[src/rtl/tdrr_pkg.sv]
// ----------------------------------------------------------------------------
// tdrr_pkg
// Types and codes shared by the tick delay round-robin scheduler modules.
// ----------------------------------------------------------------------------
package tdrr_pkg;

    localparam int OPCODE_W = 2;
    localparam int TICK_W   = 32;
    localparam int TASK_W   = 3;

    typedef enum logic [OPCODE_W-1:0] {
        OP_TICK   = 2'd0,
        OP_DELAY  = 2'd1,
        OP_SWITCH = 2'd2
    } op_t;

    typedef enum logic {
        ST_IDLE = 1'b0,
        ST_EXEC = 1'b1
    } state_t;

    typedef struct packed {
        logic load;
        logic exec;
    } cmd_t;

endpackage

[src/rtl/tdrr_ctrl.sv]
// ----------------------------------------------------------------------------
// tdrr_ctrl
// Sequencer: captures an item, runs the execute state, then strobes done.
// ----------------------------------------------------------------------------
module tdrr_ctrl
    import tdrr_pkg::*;
(
    input  logic clk,
    input  logic rst_n,
    input  logic start,
    output logic busy,
    output logic done,
    output cmd_t cmd
);

    state_t state_reg;
    state_t state_next;
    logic   done_reg;
    logic   done_next;

    always_ff @(posedge clk or negedge rst_n)
    begin
        if (!rst_n)
        begin
            state_reg <= ST_IDLE;
            done_reg  <= 1'b0;
        end
        else
        begin
            state_reg <= state_next;
            done_reg  <= done_next;
        end
    end

    always_comb
    begin
        state_next = state_reg;
        case (state_reg)
            ST_IDLE:
            begin
                if (start)
                begin
                    state_next = ST_EXEC;
                end
            end
            ST_EXEC:
            begin
                state_next = ST_IDLE;
            end
            default:
            begin
                state_next = ST_IDLE;
            end
        endcase
    end

    always_comb
    begin
        cmd.load  = 1'b0;
        cmd.exec  = 1'b0;
        busy      = 1'b0;
        done_next = 1'b0;
        case (state_reg)
            ST_IDLE:
            begin
                cmd.load = start;
            end
            ST_EXEC:
            begin
                cmd.exec  = 1'b1;
                busy      = 1'b1;
                done_next = 1'b1;
            end
            default:
            begin
                busy = 1'b1;
            end
        endcase
    end

    assign done = done_reg;

endmodule

[src/rtl/tdrr_datapath.sv]
// ----------------------------------------------------------------------------
// tdrr_datapath
// Tick counter, per-task blocked flags and wake ticks, wake compare and
// round-robin pick of the next ready user task.
// ----------------------------------------------------------------------------
module tdrr_datapath
    import tdrr_pkg::*;
#(
    parameter int TASK_COUNT = 8
)
(
    input  logic                clk,
    input  logic                rst_n,
    input  cmd_t                cmd,
    input  logic [OPCODE_W-1:0] opcode,
    input  logic [TICK_W-1:0]   delay_ticks,
    output logic [TASK_W-1:0]   current_task,
    output logic                pend_switch,
    output logic [TICK_W-1:0]   tick_now
);

    localparam int TW = (TASK_COUNT > 2) ? $clog2(TASK_COUNT) : 1;

    logic [OPCODE_W-1:0]   op_reg;
    logic [TICK_W-1:0]     delay_reg;
    logic [TICK_W-1:0]     tick_reg;
    logic [TICK_W-1:0]     tick_next;
    logic [TASK_COUNT-1:0] blocked_reg;
    logic [TASK_COUNT-1:0] blocked_next;
    logic [TW-1:0]         running_reg;
    logic [TW-1:0]         running_next;
    logic                  pend_reg;
    logic                  pend_next;
    logic [TICK_W-1:0]     wake_reg [TASK_COUNT];
    logic                  wake_we;

    logic [TICK_W-1:0]     tick_inc;
    logic [TICK_W-1:0]     wake_value;
    logic [TASK_COUNT-1:0] due;
    logic [TASK_COUNT-1:0] ready_user;
    logic [TASK_COUNT-1:0] ready_after;
    logic [TASK_COUNT-1:0] pick_vec;
    logic [TASK_COUNT-1:0] pick_onehot;
    logic [TW-1:0]         pick_idx;
    logic [31:0]           running_wide;

    assign tick_inc   = tick_reg + TICK_W'(1);
    assign wake_value = tick_reg + delay_reg;

    always_ff @(posedge clk)
    begin
        if (cmd.load)
        begin
            op_reg    <= opcode;
            delay_reg <= delay_ticks;
        end
    end

    always_ff @(posedge clk)
    begin
        if (cmd.exec && wake_we)
        begin
            wake_reg[running_reg] <= wake_value;
        end
    end

    always_ff @(posedge clk or negedge rst_n)
    begin
        if (!rst_n)
        begin
            tick_reg    <= '0;
            blocked_reg <= '0;
            running_reg <= TW'(1);
            pend_reg    <= 1'b0;
        end
        else if (cmd.exec)
        begin
            tick_reg    <= tick_next;
            blocked_reg <= blocked_next;
            running_reg <= running_next;
            pend_reg    <= pend_next;
        end
    end

    // wake compare and ready vectors, one lane per task
    always_comb
    begin
        for (int i = 0; i < TASK_COUNT; i++)
        begin
            if (i == 0)
            begin
                due[i]         = 1'b0;
                ready_user[i]  = 1'b0;
                ready_after[i] = 1'b0;
            end
            else
            begin
                due[i]         = blocked_reg[i] && (tick_inc >= wake_reg[i]);
                ready_user[i]  = !blocked_reg[i];
                ready_after[i] = !blocked_reg[i] && (TW'(i) > running_reg);
            end
        end
    end

    // round-robin: first ready task above the current one, else lowest ready
    assign pick_vec    = (ready_after != '0) ? ready_after : ready_user;
    assign pick_onehot = pick_vec & (~pick_vec + TASK_COUNT'(1));

    always_comb
    begin
        pick_idx = '0;
        for (int i = 0; i < TASK_COUNT; i++)
        begin
            if (pick_onehot[i])
            begin
                pick_idx = pick_idx | TW'(i);
            end
        end
    end

    always_comb
    begin
        tick_next    = tick_reg;
        blocked_next = blocked_reg;
        running_next = running_reg;
        pend_next    = 1'b0;
        wake_we      = 1'b0;
        case (op_reg)
            OP_TICK:
            begin
                tick_next    = tick_inc;
                blocked_next = blocked_reg & ~due;
                pend_next    = 1'b1;
            end
            OP_DELAY:
            begin
                if (running_reg != '0)
                begin
                    wake_we                   = 1'b1;
                    blocked_next[running_reg] = 1'b1;
                    pend_next                 = 1'b1;
                end
            end
            OP_SWITCH:
            begin
                running_next = pick_idx;
            end
            default:
            begin
                pend_next = 1'b0;
            end
        endcase
    end

    assign running_wide = 32'(running_reg);
    assign current_task = running_wide[TASK_W-1:0];
    assign pend_switch  = pend_reg;
    assign tick_now     = tick_reg;

endmodule

[src/rtl/tick_delay_round_robin_scheduler_core.sv]
// ----------------------------------------------------------------------------
// tick_delay_round_robin_scheduler_core
// Round-robin task scheduler with tick-based delays; task 0 is idle.
// ----------------------------------------------------------------------------
// Each item passes a capture state, which takes the command, and an execute
// state, in which the datapath runs the tick wake compare over all tasks in
// parallel, the delay update or the round-robin pick and updates its state.
// done pulses for one cycle right after, with busy already low, so start can
// be taken again in the done cycle. Results are held on the ports until the
// next item executes and cannot be stalled; capture them on done.
module tick_delay_round_robin_scheduler_core
    import tdrr_pkg::*;
#(
    parameter int TASK_COUNT = 8
)
(
    input  logic                clk,
    input  logic                rst_n,
    input  logic                start,
    output logic                busy,
    input  logic [OPCODE_W-1:0] opcode,
    input  logic [TICK_W-1:0]   delay_ticks,
    output logic                done,
    output logic [TASK_W-1:0]   current_task,
    output logic                pend_switch,
    output logic [TICK_W-1:0]   tick_now
);

    cmd_t cmd;

    tdrr_ctrl u_ctrl
    (
        .clk   (clk),
        .rst_n (rst_n),
        .start (start),
        .busy  (busy),
        .done  (done),
        .cmd   (cmd)
    );

    tdrr_datapath #(
        .TASK_COUNT (TASK_COUNT)
    ) u_datapath
    (
        .clk          (clk),
        .rst_n        (rst_n),
        .cmd          (cmd),
        .opcode       (opcode),
        .delay_ticks  (delay_ticks),
        .current_task (current_task),
        .pend_switch  (pend_switch),
        .tick_now     (tick_now)
    );

    a_accept_then_done: assert property (
        @(posedge clk) disable iff (!rst_n)
        (start && !busy) |-> ##2 done
    ) else $error("item accepted without done two cycles later");

    a_done_not_busy: assert property (
        @(posedge clk) disable iff (!rst_n)
        done |-> (!busy && !cmd.exec)
    ) else $error("done while still executing");

    a_exec_after_load: assert property (
        @(posedge clk) disable iff (!rst_n)
        cmd.exec |-> $past(cmd.load)
    ) else $error("execute cycle without a captured item");

    a_tick_only_on_tick: assert property (
        @(posedge clk) disable iff (!rst_n)
        !$past(cmd.exec) |-> $stable(tick_now)
    ) else $error("tick counter moved outside an execute cycle");

endmodule
[config.mk]
export PLATFORM = sky130hd
export DESIGN_NAME = tick_delay_round_robin_scheduler_core
export DESIGN_NICKNAME = d
export VERILOG_FILES = /design/src/rtl/tdrr_pkg.sv /design/src/rtl/tdrr_ctrl.sv /design/src/rtl/tdrr_datapath.sv /design/src/rtl/tick_delay_round_robin_scheduler_core.sv
export SDC_FILE = /design/constraint.sdc
export NUM_CORES = 1
export LEC_CHECK = 0
export ABC_CLOCK_PERIOD_IN_PS = 4420
export BUFFER_PORTS_ARGS = -buffer_cell sky130_fd_sc_hd__buf_4
export CELL_PAD_IN_SITES_DETAIL_PLACEMENT = 1
export CELL_PAD_IN_SITES_GLOBAL_PLACEMENT = 2
export CORE_ASPECT_RATIO = 1.2
export CORE_MARGIN = 8
export CORE_UTILIZATION = 43
export DETAILED_ROUTE_END_ITERATION = 10
export GPL_TIMING_DRIVEN = 0
export PLACE_DENSITY_LB_ADDON = 0.1
export SYNTH_ARGS = -nofsm -noshare
export SYNTH_HDL_FRONTEND = slang
export SYNTH_SLANG_ARGS = --single-unit
[constraint.sdc]
create_clock -name clk -period 4.42 [get_ports clk]
set_clock_uncertainty 0.2 [all_clocks]
set_input_delay 1.326 -clock clk [delete_from_list [all_inputs] [get_ports clk]]
set_output_delay 1.326 -clock clk [all_outputs]
set_load 0.1 [all_outputs]
## Word-level counts from Yosys, hierarchy flattened

Memory sizes are Yosys's and may differ from the RTL's.
Index checks and enable logic that the tools add are counted.

| word-level totals | value |
|---|---|
| register bits | 80 |
| RAM bits | 256 |
| output and inout port bits | 38 |
| memories | 1 |

| cells by class | value |
|---|---|
| $add $sub $neg | 3 |
| $lt $le $gt $ge | 16 |
| equality and inequality tests | 3 |
| multiplexer cells | 21 |
| bitwise operators | 6 |
| reduce and logical (&&, ||, !) cells | 30 |

Memories:

| memory | words | width | read ports | clocked after memory_dff | wr ports | RTL line | text |
|---|---|---|---|---|---|---|---|
| u_datapath.wake_reg | 8 | 32 | 7 | 0 | 1 | tdrr_datapath.sv:34 | `logic [TICK_W-1:0] wake_reg [TASK_COUNT];` |

Operators by type and width:

| cell | count |
|---|---|
| $ge 32x32->1 | 7 |
| $add 32x1->32 const B | 1 |
| $add 32x32->32 | 1 |
| $and 8x8->8 | 2 |
| $logic_and 1x1->1 | 16 |
| $mux 8 | 2 |
| $not 8->8 | 2 |
| $pmux 8 s2 | 1 |
| $gt 3x3->1 const A | 4 |
| $mux 3 | 4 |
| $mux 1 | 9 |
| $add 8x1->8 const B | 1 |
| $or 8x8->8 | 1 |
| $reduce_bool 8->1 | 1 |
| $logic_not 1->1 | 7 |
| $gt 2x3->1 const A | 2 |
| $lt 3x4->1 const B | 1 |
| $mux 2 | 2 |
| $pmux 1 s2 | 2 |
| $reduce_and 2->1 | 2 |
| $demux 1 s3 | 1 |
| $ge 3x1->1 const B | 1 |
| $gt 1x3->1 const A | 1 |
| $reduce_and 3->1 | 1 |
| 7 further kinds | 7 |

## Longest topological paths before layout

| depth | value |
|---|---|
| depth in word-level cells | 14 |
| depth in mapped cells | 17 |
| depth with buffers taken out | 15 |

## Modules after synthesis

A second synthesis with hierarchy kept.

| second synthesis, totals | value |
|---|---|
| cells, all modules | 1497 |
| area, all modules | 17395.4 um2 |

By module, submodules not included:

| module | instances | cells an instance | area each (um2) | seq. area each (um2) |
|---|---|---|---|---|
| tdrr_datapath | 1 | 1492 | 17316.6 | 8824.7 |
| tdrr_ctrl | 1 | 5 | 78.8 | 50.0 |

## Worst setup path before layout

Ideal clock, no wire load.

| timing | value |
|---|---|
| kind | register -> register |
| start | register u_datapath.tick_reg[0], in the netlist u_datapath.tick_now[0] |
| end | register u_datapath.blocked_reg[4] |
| setup time | 0.087 ns |
| data arrival time | 4.236 ns |
| data required time | 4.133 ns |
| setup slack | -0.103 ns |
| cell stages (with the launch flop) | 17 |
| path through | dfrtp_1 > ha_1 > nand3_2 > or2_1 > buf_6 > nor3_4 > nand3_2 > nor2_4 > nand3_1 > xnor2_1 > ha_1 > a21o_1 > a21oi_1 > o21ai_0 > a221oi_1 > o211ai_1 > o211ai_1 |

| on the way | value |
|---|---|
| longest elaborated chain between the ends | 6 |

RTL lines:

| what | RTL line | text |
|---|---|---|
| start, declared | tdrr_datapath.sv:26 | `logic [TICK_W-1:0] tick_reg;` |
| start signal, assigned | tdrr_datapath.sv:78 | `tick_reg <= tick_next;` |
| $add 32x1->32 | tdrr_datapath.sv:47 | `assign tick_inc = tick_reg + TICK_W'(1);` |
| net u_datapath.tick_inc[18] | tdrr_datapath.sv:37 | `logic [TICK_W-1:0] tick_inc;` |
| $ge 32x32->1 | tdrr_datapath.sv:98 | `due[i] = blocked_reg[i] && (tick_inc >= wake_reg[i]);` |
| $logic_and 1x1->1 | tdrr_datapath.sv:98 |  |
| $not 8->8 | tdrr_datapath.sv:132 | `blocked_next = blocked_reg & ~due;` |
| $and 8x8->8 | tdrr_datapath.sv:132 |  |
| $pmux 8 s2 | tdrr_datapath.sv:128 | `case (op_reg)` |
| end signal, assigned | tdrr_datapath.sv:79 | `blocked_reg <= blocked_next;` |
| end, declared | tdrr_datapath.sv:28 | `logic [TASK_COUNT-1:0] blocked_reg;` |

The timed path passes the listed nets, and every way through them passes these cells.
A chain may end at the register's enable or synchronous reset.

## Worst setup path in the final report

| timing | value |
|---|---|
| start | register u_datapath.tick_reg[1], in the netlist u_datapath.tick_now[1] |
| end | register u_datapath.blocked_reg[3] |

Same word-level chain as after synthesis.

==> impl_metrics.toml <==
[outcome]
status = "completed"

[synthesis]
syn_avg_cell_area_um2 = 11.6
ys_top_cells_by_area = "edfxtp_1 44%, ha_1 18%, dfrtp_1 6.2%"
ys_types = 75
synthesis.instances = 1528
synth.most_common_cell = "edfxtp_1"
netlist.area_leader.share_pct = 43.8
synth_edf_count = 258
ys.flop_type = "edfxtp_1"
yosysWarnings = 0
syn_nets = 1822
synthArstFlopShare_pct = 14.9
synth-seq-cells = 303
syn-cell-area_um2 = 17700
yosys.area.top_type = "edfxtp_1"
ys_top_cells_by_count = "258 x edfxtp_1, 256 x ha_1, 241 x inv_1"
seq_area_frac_synth_pct = 50.2

[floorplan]
rows = 81
initial_core_util_pct = 43.5
die_width_um = 201
coreArea_um2 = 40600
die_y_um = 238
die_area_um2 = 47900
num_io_pins = 75

[power]
internal_power_w = 0.00557
power_leakage_nw = 10.0
p_sw_share_pct = 28.9
clkPwrFrac_pct = 38.2
powerDensity_nw_per_um2 = 377
seqPwrFrac_pct = 43.2
vdd_drop_max_mv = 0.301
power_w = 0.00783
netSwitchingPower_w = 0.00226
p_comb_share_pct = 18.6

[route]
num_vias = 12100
drt_pass1_iterations = 4
ant_nets = 0
drt_iter0_drc = 481
viasPerCell = 5.45
drc_errors = 0
drt-total-wl_mm = 49.2
wl_per_cell_um = 22.1

[setup_path]
cp_max_fo = 8
path_class = "reg -> reg"
crit_chain = "ha_1, nand3_2, or2_1, buf_6, nor3_4, nand3_4, nor2_4, nand3_1, xnor2_4, buf_4, ha_1, nand4_1, o31ai_1, a211oi_1"
critPathRequiredTime_ns = 4.58
slowest_stage = "o31ai_1"
slowest_delay_ns = 0.72
startpoint_type = "register"
cp.arrival_ns = 4.41
setup.worst_path.end_class = "register"
ff2ff_setup_slack_ns = 0.17
crit_top_cell = "ha_1"

[global_routing]
antenna_found_initial = 1
grt.busiest_layer = "met2"
grt_max_degree = 46
grt_use_met2_pct = 35.2
grt_pass1_wl_mm = 75.2
grt_util_met3_pct = 2.71
grt.total_usage_pct = 20.5
grt_use_met1_pct = 27.0
grt_pass1_vias = 12600
grt-ovfl-total = 0

[clock_network]
cts_tree = "yes"
h-tree-depth = 2
clkSinkCount = 303
cts-buffers-inserted = 36
cts-hold-fix-buffers = 0
cts-root-buf = "clkbuf_16"
clk_pin_slew_ns = 0.06
clk_latency_ns = 0.52
clockBufferDepth = 3

[sta]
max_freq_mhz = 236
whs_ns = 0.331
min_period_ns = 4.25
finalCritPeriodShare_pct = 96.1
hold_viol = 0
rsz0062_at_grt = "true"
setup_viol = 0
relSlewSlack_pct = 23.1
worst_pin_slew_ns = 1.15
final-max-slew-violation-count = 0

[cells_and_area]
multi_input_area_um2 = 8250
num_antenna_cells = 0
final-seq-area_um2 = 8880
largest_reg_flops = 224
num-nets-final = 1954
synthToLayoutAreaGrowth_pct = 17.7
fillCellCount = 4279
drive_gt1_share_pct = 14.1

[placement]
portBuffers = 74
gp_congestion = 0.809
hpwl_mm = 37.3

[min_path]
hp-class = "reg -> reg"

[job]
max-cap-violations = 0
-- stage by stage --
step	utilization (%)	instance area (µm²)	instances	setup slack, ns	TNS, ns
floorplan	-	17700	1528	0.0460	0
global placement	46.5	18900	2141	-1.06	-29.06
detailed placement	47.2	19200	2151	-1.05	-3.89
CTS	50.7	20600	2217	-0.0348	-0.0348
global route	51.2	20800	2223	-0.0219	-0.0644
finish	51.2	20800	2223	0.174	0
-- kinds of logic after synthesis --
kind of cell | after synthesis | share of synthesized area (%)
XOR/XNOR | 84 | 4.16
AND/OR/NAND/NOR | 295 | 8.98
multiplexers | 1 | 0.0566
flip-flops | 303 | 50.2
buffers and inverters | 260 | 5.61
AO/OA/AOI/OAI | 328 | 12.7
adder cells (fa/ha/maj) | 257 | 18.2
-- critical path: cells and delay by family (launching register included) --
family,cells,cell delay [ns]
buffers and inverters,2,0.32
AND/OR/NAND/NOR,7,1.43
adder cells (fa/ha/maj),2,0.59
flip-flops,1,0.42
AO/OA/AOI/OAI,2,0.87
XOR/XNOR,1,0.24
-- power by group through the flow --
stage	sequential [W]	clock [W]	combinational (W)
6_report	0.00338	0.00300	0.00145
5_1_grt	0.00340	0.00316	0.00159
3_5_place_dp	0.00346	0	0.00144
3_3_place_gp	0.00346	0	0.00137
4_1_cts	0.00338	0.00307	0.00148
2_1_floorplan	0.00364	0	0.000711
-- final timing paths --
check,start,end,cells after the start
min reg2reg,u_datapath.pend_switch,u_datapath.pend_switch,2
min,u_datapath.pend_switch,u_datapath.pend_switch,2
max,u_datapath.tick_now[1],u_datapath.blocked_reg[3],14
min in group asynchronous,rst_n,u_datapath.current_task[2],1
max in group asynchronous,rst_n,u_datapath.tick_now[21],1
max reg2reg,u_datapath.tick_now[1],u_datapath.blocked_reg[3],14
-- timing repair --
item	in CTS	in global routing
pin swaps	1	3
endpoints found under the hold margin	0	0
cloned	0	0
endpoints found under the setup margin	7	7
setup buffers	4	6
resized for setup	34	27
-- metal layers --
| layer | up-vias | part of all wire, % | wire length (µm) |
|---|---|---|---|
| met5 | - | 0.018 | 9 |
| met2 | 144 | 49 | 23900 |
| met3 | 59 | 3.1 | 1520 |
| met4 | 2 | 2.2 | 1080 |
| li1 | 5783 | - | - |
| met1 | 6117 | 46 | 22700 |
-- final cells by class --
cell class	instances	share of cell area, %
Sequential cell	303	42.7
Multi-Input combinational cell	965	39.7
Clock buffer	41	4.52
Inverter	241	4.35
Timing Repair Buffer	94	3.99
Tap cell	539	3.24
Clock inverter	21	1.09
Buffer	19	0.421
-- cell usage in the layout, fill, tap and decap left out, drive strengths merged, types with 3 or more instances in the layout --
master	n
a2111oi	3
a211oi	16
a21o	111
a21oi	87
a221oi	4
a31oi	12
a41oi	7
and2	3
and3	6
and4	8
buf	102
bufinv	5
clkbuf	52
clkinv	13
clkinvlp	3
dfrtp	44
edfxtp	258
ha	256
inv	241
nand2	56
nand2b	14
nand3	29
nand3b	3
nand4	53
nor2	71
nor2b	22
nor3	17
nor4	3
o211ai	11
o21a	9
o21ai	37
o221ai	3
o31ai	7
or2	3
xnor2	55
xor2	29
Note: power is estimated with default switching activity, not from simulation.
